===== src/hw/rtl/lps_pkg.sv =====
// lps_pkg: shared types and constants of the line pixel stepper
// no dependencies; used by the interfaces and every module of the block

package lps_pkg;

  localparam int COORD_W    = 6;
  localparam int TILE_SIZE  = 64;
  localparam int ERR_W      = COORD_W + 3;
  localparam int CFG_IDX_W  = 2;
  localparam int CFG_DATA_W = COORD_W;

  localparam logic [CFG_IDX_W-1:0] REG_CLIP_X_MIN = 2'd0;
  localparam logic [CFG_IDX_W-1:0] REG_CLIP_X_MAX = 2'd1;
  localparam logic [CFG_IDX_W-1:0] REG_CLIP_Y_MIN = 2'd2;
  localparam logic [CFG_IDX_W-1:0] REG_CLIP_Y_MAX = 2'd3;

  localparam logic [COORD_W-1:0] CLIP_MIN_RST = '0;
  localparam logic [COORD_W-1:0] CLIP_MAX_RST = '1;

  typedef logic [COORD_W-1:0] coord_t;

  typedef struct packed {
    coord_t start_x;
    coord_t start_y;
    logic   neg_x;
    logic   neg_y;
    logic   x_major;
    coord_t major;
    coord_t minor;
    logic   commit;
  } cmd_t;

  typedef struct packed {
    coord_t x_min;
    coord_t x_max;
    coord_t y_min;
    coord_t y_max;
  } clip_t;

endpackage


===== src/hw/rtl/lps_in_if.sv =====
// lps_in_if: line command channel, valid/ready handshake
// depends on lps_pkg for coordinate widths

interface lps_in_if;
  logic                         valid;
  logic                         ready;
  logic [lps_pkg::COORD_W-1:0]  start_x;
  logic [lps_pkg::COORD_W-1:0]  start_y;
  logic [lps_pkg::COORD_W-1:0]  end_x;
  logic [lps_pkg::COORD_W-1:0]  end_y;
  logic                         commit;

  modport source(output valid, start_x, start_y, end_x, end_y, commit, input ready);
  modport sink(input valid, start_x, start_y, end_x, end_y, commit, output ready);
endinterface


===== src/hw/rtl/lps_out_if.sv =====
// lps_out_if: pixel result channel, valid/ready handshake
// depends on lps_pkg for coordinate widths

interface lps_out_if;
  logic                         valid;
  logic                         ready;
  logic [lps_pkg::COORD_W-1:0]  pixel_x;
  logic [lps_pkg::COORD_W-1:0]  pixel_y;
  logic                         inside_clip;
  logic                         write_canvas;
  logic                         last;

  modport source(output valid, pixel_x, pixel_y, inside_clip, write_canvas, last,
                 input ready);
  modport sink(input valid, pixel_x, pixel_y, inside_clip, write_canvas, last,
               output ready);
endinterface


===== src/hw/rtl/lps_front.sv =====
// lps_front: takes line commands and works out direction, major axis and lengths
// depends on lps_pkg and lps_in_if; feeds lps_queue

module lps_front (
  lps_in_if.sink          in_ch,
  input  logic            q_full,
  output logic            q_push,
  output lps_pkg::cmd_t   q_cmd
);

  logic            neg_x;
  logic            neg_y;
  lps_pkg::coord_t len_x;
  lps_pkg::coord_t len_y;
  logic            x_major;

  assign in_ch.ready = !q_full;
  assign q_push      = in_ch.valid && !q_full;

  always_comb begin
    neg_x   = in_ch.end_x < in_ch.start_x;
    neg_y   = in_ch.end_y < in_ch.start_y;
    len_x   = neg_x ? (in_ch.start_x - in_ch.end_x) : (in_ch.end_x - in_ch.start_x);
    len_y   = neg_y ? (in_ch.start_y - in_ch.end_y) : (in_ch.end_y - in_ch.start_y);
    x_major = len_y <= len_x;

    q_cmd.start_x = in_ch.start_x;
    q_cmd.start_y = in_ch.start_y;
    q_cmd.neg_x   = neg_x;
    q_cmd.neg_y   = neg_y;
    q_cmd.x_major = x_major;
    q_cmd.major   = x_major ? len_x : len_y;
    q_cmd.minor   = x_major ? len_y : len_x;
    q_cmd.commit  = in_ch.commit;
  end

endmodule


===== src/hw/rtl/lps_queue.sv =====
// lps_queue: small register queue of classified line commands
// depends on lps_pkg for the command type

module lps_queue #(
  parameter int DEPTH = 2
) (
  input  logic           clk,
  input  logic           rst_n,
  input  logic           push,
  input  lps_pkg::cmd_t  push_cmd,
  output logic           full,
  input  logic           pop,
  output logic           valid,
  output lps_pkg::cmd_t  pop_cmd
);

  localparam int PTR_W = (DEPTH > 1) ? $clog2(DEPTH) : 1;
  localparam int CNT_W = $clog2(DEPTH + 1);

  lps_pkg::cmd_t   mem_r [DEPTH];
  logic [PTR_W-1:0] wr_ptr_r;
  logic [PTR_W-1:0] rd_ptr_r;
  logic [CNT_W-1:0] count_r;
  logic             do_push;
  logic             do_pop;

  assign full    = count_r == CNT_W'(DEPTH);
  assign valid   = count_r != '0;
  assign pop_cmd = mem_r[rd_ptr_r];
  assign do_push = push && !full;
  assign do_pop  = pop && valid;

  always_ff @(posedge clk) begin
    if (!rst_n) begin
      wr_ptr_r <= '0;
      rd_ptr_r <= '0;
      count_r  <= '0;
    end else begin
      if (do_push) begin
        wr_ptr_r <= (wr_ptr_r == PTR_W'(DEPTH - 1)) ? '0 : wr_ptr_r + 1'b1;
      end
      if (do_pop) begin
        rd_ptr_r <= (rd_ptr_r == PTR_W'(DEPTH - 1)) ? '0 : rd_ptr_r + 1'b1;
      end
      if (do_push && !do_pop) begin
        count_r <= count_r + 1'b1;
      end else if (do_pop && !do_push) begin
        count_r <= count_r - 1'b1;
      end
    end
  end

  always_ff @(posedge clk) begin
    if (do_push) begin
      mem_r[wr_ptr_r] <= push_cmd;
    end
  end

  a_count_bound: assert property (@(posedge clk) disable iff (!rst_n)
    count_r <= CNT_W'(DEPTH))
    else $error("queue fill count beyond depth");

endmodule


===== src/hw/rtl/lps_back.sv =====
// lps_back: Bresenham stepper, one pixel per cycle while the output is not stalled, with clip test and output register
// depends on lps_pkg and lps_out_if; fed from lps_queue

module lps_back (
  input  logic            clk,
  input  logic            rst_n,
  input  logic            q_valid,
  input  lps_pkg::cmd_t   q_cmd,
  output logic            q_pop,
  input  lps_pkg::clip_t  clip,
  lps_out_if.source       out_ch
);

  localparam int W  = lps_pkg::COORD_W;
  localparam int EW = lps_pkg::ERR_W;

  logic                 busy_r;
  lps_pkg::coord_t      x_r;
  lps_pkg::coord_t      y_r;
  logic signed [EW-1:0] err_r;
  lps_pkg::coord_t      cnt_r;
  logic                 neg_x_r;
  logic                 neg_y_r;
  logic                 x_major_r;
  lps_pkg::coord_t      major_r;
  lps_pkg::coord_t      minor_r;
  logic                 commit_r;

  logic                 out_valid_r;
  lps_pkg::coord_t      pix_x_r;
  lps_pkg::coord_t      pix_y_r;
  logic                 inside_r;
  logic                 write_r;
  logic                 last_r;

  logic                 adv;
  logic                 is_last;
  lps_pkg::coord_t      x_step;
  lps_pkg::coord_t      y_step;
  logic signed [EW-1:0] err_add;
  logic                 step_minor;
  lps_pkg::coord_t      x_nxt;
  lps_pkg::coord_t      y_nxt;
  logic signed [EW-1:0] err_nxt;
  logic                 pix_in_clip;

  assign adv     = busy_r && (!out_valid_r || out_ch.ready);
  assign is_last = cnt_r == '0;
  assign q_pop   = q_valid && (!busy_r || (adv && is_last));

  always_comb begin
    x_step     = neg_x_r ? (x_r - W'(1)) : (x_r + W'(1));
    y_step     = neg_y_r ? (y_r - W'(1)) : (y_r + W'(1));
    err_add    = err_r + $signed({2'b00, minor_r, 1'b0});
    step_minor = err_add > 0;
    err_nxt    = step_minor ? (err_add - $signed({2'b00, major_r, 1'b0})) : err_add;
    x_nxt      = (x_major_r || step_minor) ? x_step : x_r;
    y_nxt      = (!x_major_r || step_minor) ? y_step : y_r;

    pix_in_clip = ({1'b0, x_r} < (W + 1)'(lps_pkg::TILE_SIZE))
               && ({1'b0, y_r} < (W + 1)'(lps_pkg::TILE_SIZE))
               && (x_r >= clip.x_min) && (x_r <= clip.x_max)
               && (y_r >= clip.y_min) && (y_r <= clip.y_max);
  end

  always_ff @(posedge clk) begin
    if (!rst_n) begin
      busy_r      <= 1'b0;
      out_valid_r <= 1'b0;
    end else begin
      if (q_pop) begin
        busy_r <= 1'b1;
      end else if (adv && is_last) begin
        busy_r <= 1'b0;
      end
      if (adv) begin
        out_valid_r <= 1'b1;
      end else if (out_ch.ready) begin
        out_valid_r <= 1'b0;
      end
    end
  end

  always_ff @(posedge clk) begin
    if (q_pop) begin
      x_r       <= q_cmd.start_x;
      y_r       <= q_cmd.start_y;
      err_r     <= -$signed({3'b000, q_cmd.major});
      cnt_r     <= q_cmd.major;
      neg_x_r   <= q_cmd.neg_x;
      neg_y_r   <= q_cmd.neg_y;
      x_major_r <= q_cmd.x_major;
      major_r   <= q_cmd.major;
      minor_r   <= q_cmd.minor;
      commit_r  <= q_cmd.commit;
    end else if (adv) begin
      x_r   <= x_nxt;
      y_r   <= y_nxt;
      err_r <= err_nxt;
      cnt_r <= cnt_r - W'(1);
    end
    if (adv) begin
      pix_x_r  <= x_r;
      pix_y_r  <= y_r;
      inside_r <= pix_in_clip;
      write_r  <= pix_in_clip && commit_r;
      last_r   <= is_last;
    end
  end

  assign out_ch.valid        = out_valid_r;
  assign out_ch.pixel_x      = pix_x_r;
  assign out_ch.pixel_y      = pix_y_r;
  assign out_ch.inside_clip  = inside_r;
  assign out_ch.write_canvas = write_r;
  assign out_ch.last         = last_r;

  a_err_nonpos: assert property (@(posedge clk) disable iff (!rst_n)
    busy_r |-> (err_r <= 0))
    else $error("error term positive while stepping");

  a_cnt_step: assert property (@(posedge clk) disable iff (!rst_n)
    (busy_r && adv && !is_last) |=> (busy_r && (cnt_r == $past(cnt_r) - W'(1))))
    else $error("pixel count did not step down");

endmodule


===== src/hw/rtl/line_pixel_stepper.sv =====
// line_pixel_stepper: integer Bresenham line rasterizer for one 64x64 tile. A line command
// yields max(|dx|,|dy|)+1 pixel items, start to end, the last one marked, each with a clip
// flag from the four clip registers. The stepping registers in lps_back make one pixel per
// cycle while the output is not stalled. The first pixel passes through the queue, the
// stepping registers and the output register; commands held in the QUEUE_DEPTH-entry queue
// follow one another with no gap. Write the clip registers only while no line is in flight.
// depends on lps_pkg, lps_in_if, lps_out_if, lps_front, lps_queue and lps_back

module line_pixel_stepper #(
  parameter int QUEUE_DEPTH = 2
) (
  input  logic                            clk,
  input  logic                            rst_n,
  lps_in_if.sink                          in_ch,
  lps_out_if.source                       out_ch,
  input  logic                            cfg_we,
  input  logic [lps_pkg::CFG_IDX_W-1:0]   cfg_index,
  input  logic [lps_pkg::CFG_DATA_W-1:0]  cfg_data
);

  lps_pkg::clip_t clip_r;
  lps_pkg::cmd_t  push_cmd;
  lps_pkg::cmd_t  pop_cmd;
  logic           q_push;
  logic           q_full;
  logic           q_pop;
  logic           q_valid;

  always_ff @(posedge clk) begin
    if (!rst_n) begin
      clip_r.x_min <= lps_pkg::CLIP_MIN_RST;
      clip_r.x_max <= lps_pkg::CLIP_MAX_RST;
      clip_r.y_min <= lps_pkg::CLIP_MIN_RST;
      clip_r.y_max <= lps_pkg::CLIP_MAX_RST;
    end else if (cfg_we) begin
      unique case (cfg_index)
        lps_pkg::REG_CLIP_X_MIN: clip_r.x_min <= cfg_data;
        lps_pkg::REG_CLIP_X_MAX: clip_r.x_max <= cfg_data;
        lps_pkg::REG_CLIP_Y_MIN: clip_r.y_min <= cfg_data;
        lps_pkg::REG_CLIP_Y_MAX: clip_r.y_max <= cfg_data;
        default: ;
      endcase
    end
  end

  lps_front u_front (
    .in_ch  (in_ch),
    .q_full (q_full),
    .q_push (q_push),
    .q_cmd  (push_cmd)
  );

  lps_queue #(
    .DEPTH (QUEUE_DEPTH)
  ) u_queue (
    .clk      (clk),
    .rst_n    (rst_n),
    .push     (q_push),
    .push_cmd (push_cmd),
    .full     (q_full),
    .pop      (q_pop),
    .valid    (q_valid),
    .pop_cmd  (pop_cmd)
  );

  lps_back u_back (
    .clk     (clk),
    .rst_n   (rst_n),
    .q_valid (q_valid),
    .q_cmd   (pop_cmd),
    .q_pop   (q_pop),
    .clip    (clip_r),
    .out_ch  (out_ch)
  );

endmodule

===== src/flat_wrapper.sv =====
// flat-port wrapper written by rule: the top's interface ports become plain ports
module line_pixel_stepper_flat 
#(
  parameter int QUEUE_DEPTH = 2
)
  (clk, rst_n, cfg_we, cfg_index, cfg_data, in_ch_valid, in_ch_start_x, in_ch_start_y, in_ch_end_x, in_ch_end_y, in_ch_commit, in_ch_ready, out_ch_valid, out_ch_pixel_x, out_ch_pixel_y, out_ch_inside_clip, out_ch_write_canvas, out_ch_last, out_ch_ready);
  lps_in_if in_ch_i ();
  lps_out_if out_ch_i ();
  input  logic clk;
  input  logic rst_n;
  input  logic cfg_we;
  input  logic [lps_pkg::CFG_IDX_W-1:0] cfg_index;
  input  logic [lps_pkg::CFG_DATA_W-1:0] cfg_data;
  input wire logic [$bits(in_ch_i.valid)-1:0] in_ch_valid;
  input wire logic [$bits(in_ch_i.start_x)-1:0] in_ch_start_x;
  input wire logic [$bits(in_ch_i.start_y)-1:0] in_ch_start_y;
  input wire logic [$bits(in_ch_i.end_x)-1:0] in_ch_end_x;
  input wire logic [$bits(in_ch_i.end_y)-1:0] in_ch_end_y;
  input wire logic [$bits(in_ch_i.commit)-1:0] in_ch_commit;
  output wire logic [$bits(in_ch_i.ready)-1:0] in_ch_ready;
  output wire logic [$bits(out_ch_i.valid)-1:0] out_ch_valid;
  output wire logic [$bits(out_ch_i.pixel_x)-1:0] out_ch_pixel_x;
  output wire logic [$bits(out_ch_i.pixel_y)-1:0] out_ch_pixel_y;
  output wire logic [$bits(out_ch_i.inside_clip)-1:0] out_ch_inside_clip;
  output wire logic [$bits(out_ch_i.write_canvas)-1:0] out_ch_write_canvas;
  output wire logic [$bits(out_ch_i.last)-1:0] out_ch_last;
  input wire logic [$bits(out_ch_i.ready)-1:0] out_ch_ready;
  assign in_ch_i.valid = in_ch_valid;
  assign in_ch_i.start_x = in_ch_start_x;
  assign in_ch_i.start_y = in_ch_start_y;
  assign in_ch_i.end_x = in_ch_end_x;
  assign in_ch_i.end_y = in_ch_end_y;
  assign in_ch_i.commit = in_ch_commit;
  assign in_ch_ready = in_ch_i.ready;
  assign out_ch_valid = out_ch_i.valid;
  assign out_ch_pixel_x = out_ch_i.pixel_x;
  assign out_ch_pixel_y = out_ch_i.pixel_y;
  assign out_ch_inside_clip = out_ch_i.inside_clip;
  assign out_ch_write_canvas = out_ch_i.write_canvas;
  assign out_ch_last = out_ch_i.last;
  assign out_ch_i.ready = out_ch_ready;
  line_pixel_stepper #(.QUEUE_DEPTH(QUEUE_DEPTH)) u_core (.clk(clk), .rst_n(rst_n), .in_ch(in_ch_i), .out_ch(out_ch_i), .cfg_we(cfg_we), .cfg_index(cfg_index), .cfg_data(cfg_data));
endmodule

===== config.mk =====
export PLATFORM = sky130hd
export DESIGN_NAME = line_pixel_stepper_flat
export DESIGN_NICKNAME = d
export VERILOG_FILES = /design/src/hw/rtl/lps_pkg.sv /design/src/hw/rtl/lps_in_if.sv /design/src/hw/rtl/lps_out_if.sv /design/src/hw/rtl/lps_front.sv /design/src/hw/rtl/lps_queue.sv /design/src/hw/rtl/lps_back.sv /design/src/hw/rtl/line_pixel_stepper.sv /design/src/flat_wrapper.sv
export SDC_FILE = /design/constraint.sdc
export NUM_CORES = 1
export LEC_CHECK = 0
export ABC_AREA = 1
export BUFFER_PORTS_ARGS = -buffer_cell sky130_fd_sc_hd__buf_2
export CORE_UTILIZATION = 61
export DETAILED_ROUTE_END_ITERATION = 7
export GPL_TIMING_DRIVEN = 0
export PLACE_DENSITY = 0.78
export REMOVE_ABC_BUFFERS = 1
export SYNTH_ARGS = -nofsm -noshare
export SYNTH_HDL_FRONTEND = slang
export SYNTH_SLANG_ARGS = --single-unit

===== constraint.sdc =====
create_clock -name clk -period 4.2 [get_ports clk]
set_input_delay 0.21 -clock clk [delete_from_list [all_inputs] [get_ports clk]]
set_output_delay 0.21 -clock clk [all_outputs]
set_load 0.01 [all_outputs]

==> PnR_summary.wiki <==
{| class="wikitable"
! Metric !! Value
|-
| Post-route cell area || between 9000 and 10000 µm²
|-
| Area fraction in and, or, nand and nor cells after synthesis || a little under a fifth
|-
| Drt total wl || roughly 17000 µm
|-
| Power share of the combinational group || roughly 49%
|-
| Number of global-route vias before repair || 6108
|-
| Post-layout min period || 3.40 ns
|-
| Seq. cell area || about 4000 µm²
|-
| Remaining design rule violation count || 0
|-
| GRT Residual Overflow || 0
|-
| Half-perimeter wire length of the detailed placement result || 11900 µm
|-
| Synth Cell Area || between 8000 and 9000 µm²
|-
| Clock network latency to the later pin of the worst-skew pair || ~0.41 ns
|-
| Starting density of the core || 63.1%
|-
| Core area || 13300 µm²
|-
| Post-layout total power || ~8200 µW
|-
| Top Ports || 55
|-
| Data arrival time of the critical path || around 3.5 ns
|-
| Post-synthesis instance total || a little over 900
|-
| Switching power summed over all nets || ~3500 µW
|-
| Number of setup violations in the final report || 0
|-
| Placed standard-cell area || between 8000 and 9000 µm²
|-
| Final net count || 1090
|-
| Max-cap check violation count || 0
|-
| Standby leakage power || between 0.004 and 0.005 µW
|-
| Via count of the routed design || 6253
|-
| Type of the worst setup path || input port to register
|-
| Placement row count || 42
|-
| Flop and latch count out of synthesis || approximately 150
|-
| Area of the multi-input gates || around 3700 µm²
|-
| Standard cell with the maximum stage delay on the critical path || sky130_fd_sc_hd__fa_1
|-
| Data required, critical path || approximately 4.3 ns
|-
| Post-Synth XOR/XNOR Area || 2.91%
|-
| Sequential share of power || 32.3%
|-
| Pin slew with the least headroom to its limit || 1.18 ns
|-
| Number of antenna violations at the first check in global routing || 0
|-
| Fill cell total of the finished layout || around 1000
|-
| Post-route clock skew || between 0.007 and 0.008 ns
|-
| Sequential element share of the synthesized area || between 40 and 50%
|-
| Cts bufs inserted || 17
|-
| Maximum fanout count along the critical path || 15
|-
| Multiplexer area fraction after synthesis || 0%
|-
| Total Neg Setup Slack || 0 ns
|-
| Die outline area || ~14000 µm²
|-
| Unrepaired setup endpoints after global routing || false
|-
| Share of synthesized cell area in full adder, half adder and majority cells || 13.2%
|-
| Area growth syn-to-layout || 11.8%
|-
| Drt pass-1 iters || 5
|-
| Placer Congestion || 0.861
|-
| Number of H-tree levels || 4
|-
| Die outline width || 119 µm
|-
| IO buf count || 54
|-
| Post-CTS resize count || 0
|-
| Clock sinks || roughly 150
|-
| Final Instance Count excl. Fillers || between 1000 and 1500
|-
| Number of buffers between clock root and the deepest sink || 2
|-
| Number of enable-type register cells in the synthesized netlist || 114
|-
| Sequence of cells on the critical path || buf_2 -> ha_1 -> inv_1 -> fa_1 -> nand3_1 -> nand2_1 -> nand2_1 -> nand2_1 -> nand2_1 -> nand2_2 -> inv_2 -> nand2_1 -> nand2_1 -> nand2_1 -> and2_1 -> ha_1 -> nand2_1 -> nor2_1 -> o21ai_0 -> o211ai_1 -> nand2_1 -> inv_1 -> o21ai_0
|-
| Clock tree from TritonCTS || yes
|-
| Number of vias per cell after detailed routing || ~5.4
|-
| Maximum number of pins on one net before global-route repair || 50
|-
| Global-route wire length before repair || 28200 µm
|-
| Share of total power consumed by net switching || 42.3%
|-
| Share of post-route cells with drive strength above 1 || about an eighth
|-
| Type of origin of the critical path || input port
|-
| Peak clock frequency supported by timing || ~290 MHz
|-
| Worst Setup End Kind || register
|-
| Delay contributed by the slowest stage of the critical path || around 0.42 ns
|-
| Number of nets with antenna violations after detailed routing || 0
|-
| Largest voltage drop on the vdd net || between 0.4 and 0.5 mV
|-
| Detailed Route Iter0 Violations || between 400 and 500
|-
| Fraction of power consumed by the clock network || 18.9%
|-
| Period utilisation layout || approximately four fifths
|-
| Largest family of logic cells by synthesized area || simple AND/OR/NAND/NOR gates
|-
| Count of synthesis-stage warnings from yosys || 0
|-
| Outcome || complete, no violations
|-
| Crit-path leading delay family || simple AND/OR/NAND/NOR gates
|-
| Syn Area/Cell || 9.18 µm²
|-
| Number of failing hold endpoints at the final stage || 0
|-
| Synth Area in Compound Gates || under 10%
|-
| GRT Util Overall || around a quarter
|-
| Total internal power || approximately 4700 µW
|-
| Fraction of registers with async set or reset after synthesis || 0%
|-
| Slew HR || between 20% and 30%
|-
| Cell Pwr Density || just under 900 nW/µm²
|-
| Number of instances in the placed design || ~1100
|-
| Worst hold path class || input port to register
|-
| Library cells used by synthesis || 47
|-
| WL/cell || between 10 and 15 µm
|-
| CP Buf/Inv Count || 4
|-
| Antenna cell count || 0
|-
| Predominant post-synthesis flop cell || sky130_fd_sc_hd__edfxtp_1
|-
| Cell repeated most along the worst path || sky130_fd_sc_hd__nand2_1
|-
| Clock slew at reported path FFs || about 0.060 ns
|-
| Root buffer cell || sky130_fd_sc_hd__clkbuf_16
|-
| Number of pins exceeding their max-slew limit in the final report || 0
|-
| DIE HEIGHT || around 120 µm
|}
[area by class of cell]
cell class / count / area share, %
clock inverter: 14 / 1.90
timing repair buffer: 56 / 3.08
tap: 176 / 2.34
clock buffer: 18 / 4.56
sequential: 145 / 43.0
inverter: 136 / 5.45
multi-input combinational: 612 / 39.7
[logic make-up (layout without fill, tap and decap cells)]
group	Yosys count	in the layout
AND/OR/NAND/NOR	354	354
buffers and inverters	160	224
AO/OA/AOI/OAI	146	146
flip-flops	145	145
adder cells (fa/ha/maj)	84	84
XOR/XNOR	28	28
[path summary, 6_finish.rpt]
| kind | startpoint | end | slack, ns | cells past startpoint |
|---|---|---|---|---|
| setup / recovery | in_ch_start_y[0] | u_core.u_queue.mem_r[0][3]$_DFFE_PP_ | 0.80 | 23 |
| hold reg to reg | u_core.clip_r[19]$_SDFFE_PN0P_ | u_core.clip_r[19]$_SDFFE_PN0P_ | 0.46 | 2 |
| hold / removal | in_ch_start_x[2] | u_core.u_queue.mem_r[1][24]$_DFFE_PP_ | 0.02 | 1 |
| setup reg to reg | register | u_core.u_back.err_r[8]$_DFFE_PP_ | 1.05 | 9 |
[worst register-to-register path, delay by kind of cell, from the launching register on]
family | cells | cell delay (ns)
compound gates | 3 | 0.44
buf+inv | 1 | 0.50
flops | 1 | 1.04
simple gates | 4 | 0.67
fa+ha+maj | 1 | 0.24
[stage by stage]
| step | setup WS, ns | util, % | hold slack, ns |
|---|---|---|---|
| 2_1_floorplan | 1.05 | - | 0.295 |
| 3_3_place_gp | 0.475 | 65.7 | 0.410 |
| 3_5_place_dp | 0.419 | 65.8 | 0.413 |
| 4_1_cts | 0.813 | 70.5 | 0.00791 |
| 5_1_grt | 0.394 | 70.5 | 0.0102 |
| 6_report | 0.802 | 70.5 | 0.0193 |
[sequential cells by signal (all words and copies together), names as in the netlist, named ones only]
register / cells
u_core.u_back.cnt_r: 6
u_core.u_queue.wr_ptr_r: 1
u_core.u_back.neg_y_r: 1
u_core.u_back.out_ch.pixel_y: 6
u_core.u_back.minor_r: 6
u_core.u_back.commit_r: 1
u_core.u_back.x_major_r: 1
u_core.u_back.out_ch.inside_clip: 1
u_core.u_queue.count_r: 2
u_core.u_back.busy_r: 1
u_core.u_back.out_ch.last: 1
u_core.u_queue.mem_r: 56
u_core.u_back.out_ch.write_canvas: 1
u_core.u_back.out_ch.valid: 1
u_core.u_back.err_r: 9
u_core.u_queue.rd_ptr_r: 1
u_core.u_back.major_r: 6
u_core.clip_r: 24
u_core.u_back.x_r: 6
u_core.u_back.out_ch.pixel_x: 6
u_core.u_back.neg_x_r: 1
u_core.u_back.y_r: 6
[cells in the mapped netlist (2+ instances only)]
master / number / area share (%)
sky130_fd_sc_hd__clkbuf_1: 11 / 0.49
sky130_fd_sc_hd__nand3_2: 2 / 0.24
sky130_fd_sc_hd__a31oi_1: 13 / 0.97
sky130_fd_sc_hd__o21ai_1: 5 / 0.30
sky130_fd_sc_hd__nand2_1: 222 / 9.9
sky130_fd_sc_hd__ha_1: 76 / 11
sky130_fd_sc_hd__dfxtp_1: 31 / 7.4
sky130_fd_sc_hd__a211oi_1: 2 / 0.18
sky130_fd_sc_hd__o21ai_0: 48 / 2.9
sky130_fd_sc_hd__inv_1: 132 / 5.9
sky130_fd_sc_hd__fa_1: 8 / 1.9
sky130_fd_sc_hd__o21ai_2: 2 / 0.21
sky130_fd_sc_hd__nor2_1: 47 / 2.1
sky130_fd_sc_hd__nand4_1: 8 / 0.59
sky130_fd_sc_hd__xor2_1: 18 / 1.9
sky130_fd_sc_hd__a21o_1: 2 / 0.18
sky130_fd_sc_hd__nand3_1: 46 / 2.7
sky130_fd_sc_hd__nor2_2: 2 / 0.15
sky130_fd_sc_hd__nand2_2: 7 / 0.52
sky130_fd_sc_hd__nor3_1: 3 / 0.18
sky130_fd_sc_hd__o211ai_1: 12 / 1.1
sky130_fd_sc_hd__edfxtp_1: 114 / 41
sky130_fd_sc_hd__buf_4: 4 / 0.36
sky130_fd_sc_hd__inv_2: 3 / 0.13
sky130_fd_sc_hd__buf_2: 4 / 0.24
sky130_fd_sc_hd__xnor2_1: 10 / 1.0
sky130_fd_sc_hd__or2_2: 3 / 0.22
sky130_fd_sc_hd__or2_1: 2 / 0.15
sky130_fd_sc_hd__nand3b_1: 4 / 0.36
sky130_fd_sc_hd__a21oi_2: 2 / 0.21
sky130_fd_sc_hd__buf_6: 4 / 0.54
sky130_fd_sc_hd__nand2_4: 2 / 0.27
sky130_fd_sc_hd__a21oi_1: 53 / 3.2
sky130_fd_sc_hd__o2111ai_1: 2 / 0.21
[per-layer routing]
layer	vias to the layer above	track usage, %	wire length (µm)
met3	25	4.31	811
met1	2893	31.7	7320
met5	-	0	0
met4	0	10.0	296
met2	168	43.1	8410
li1	3167	-	-
[timing repair]
item                                    in CTS  in global routing
hold endpoints to repair                     3                  0
hold buffers                                 2                  0
buffers inserted                             0                  0
endpoints found under the setup margin       0                  0
[power by group through the flow]
stage          clock (µW)  combinational (µW)  sequential (µW)
2_1_floorplan           0                3030             2580
6_report             1550                4010             2640
3_5_place_dp            0                3920             2660
5_1_grt              1620                4600             2690
4_1_cts              1560                4000             2640
3_3_place_gp            0                3770             2650
[placed cells by master, fill, tap and decap left out, drive strengths merged]
cell | Yosys | routed
nor3b | 1 | 1
nand4 | 8 | 8
xor2 | 18 | 18
dfxtp | 31 | 31
nor3 | 4 | 4
buf | 13 | 54
inv | 136 | 141
nand3b | 4 | 4
o221ai | 1 | 1
nor2 | 50 | 50
a21oi | 56 | 56
xnor2 | 10 | 10
edfxtp | 114 | 114
fa | 8 | 8
or2 | 5 | 5
clkinvlp | 0 | 4
o21a | 1 | 1
a21o | 2 | 2
o211ai | 12 | 12
ha | 76 | 76
a31oi | 13 | 13
nand2 | 231 | 231
o21bai | 1 | 1
and2 | 1 | 1
o21ai | 56 | 56
dlygate4sd3 | 0 | 2
clkinv | 0 | 2
a211oi | 2 | 2
nand3 | 49 | 49
o2111ai | 2 | 2
clkbuf | 11 | 18
nor2b | 1 | 1
bufinv | 0 | 3
(Power assumes the default switching activity.)
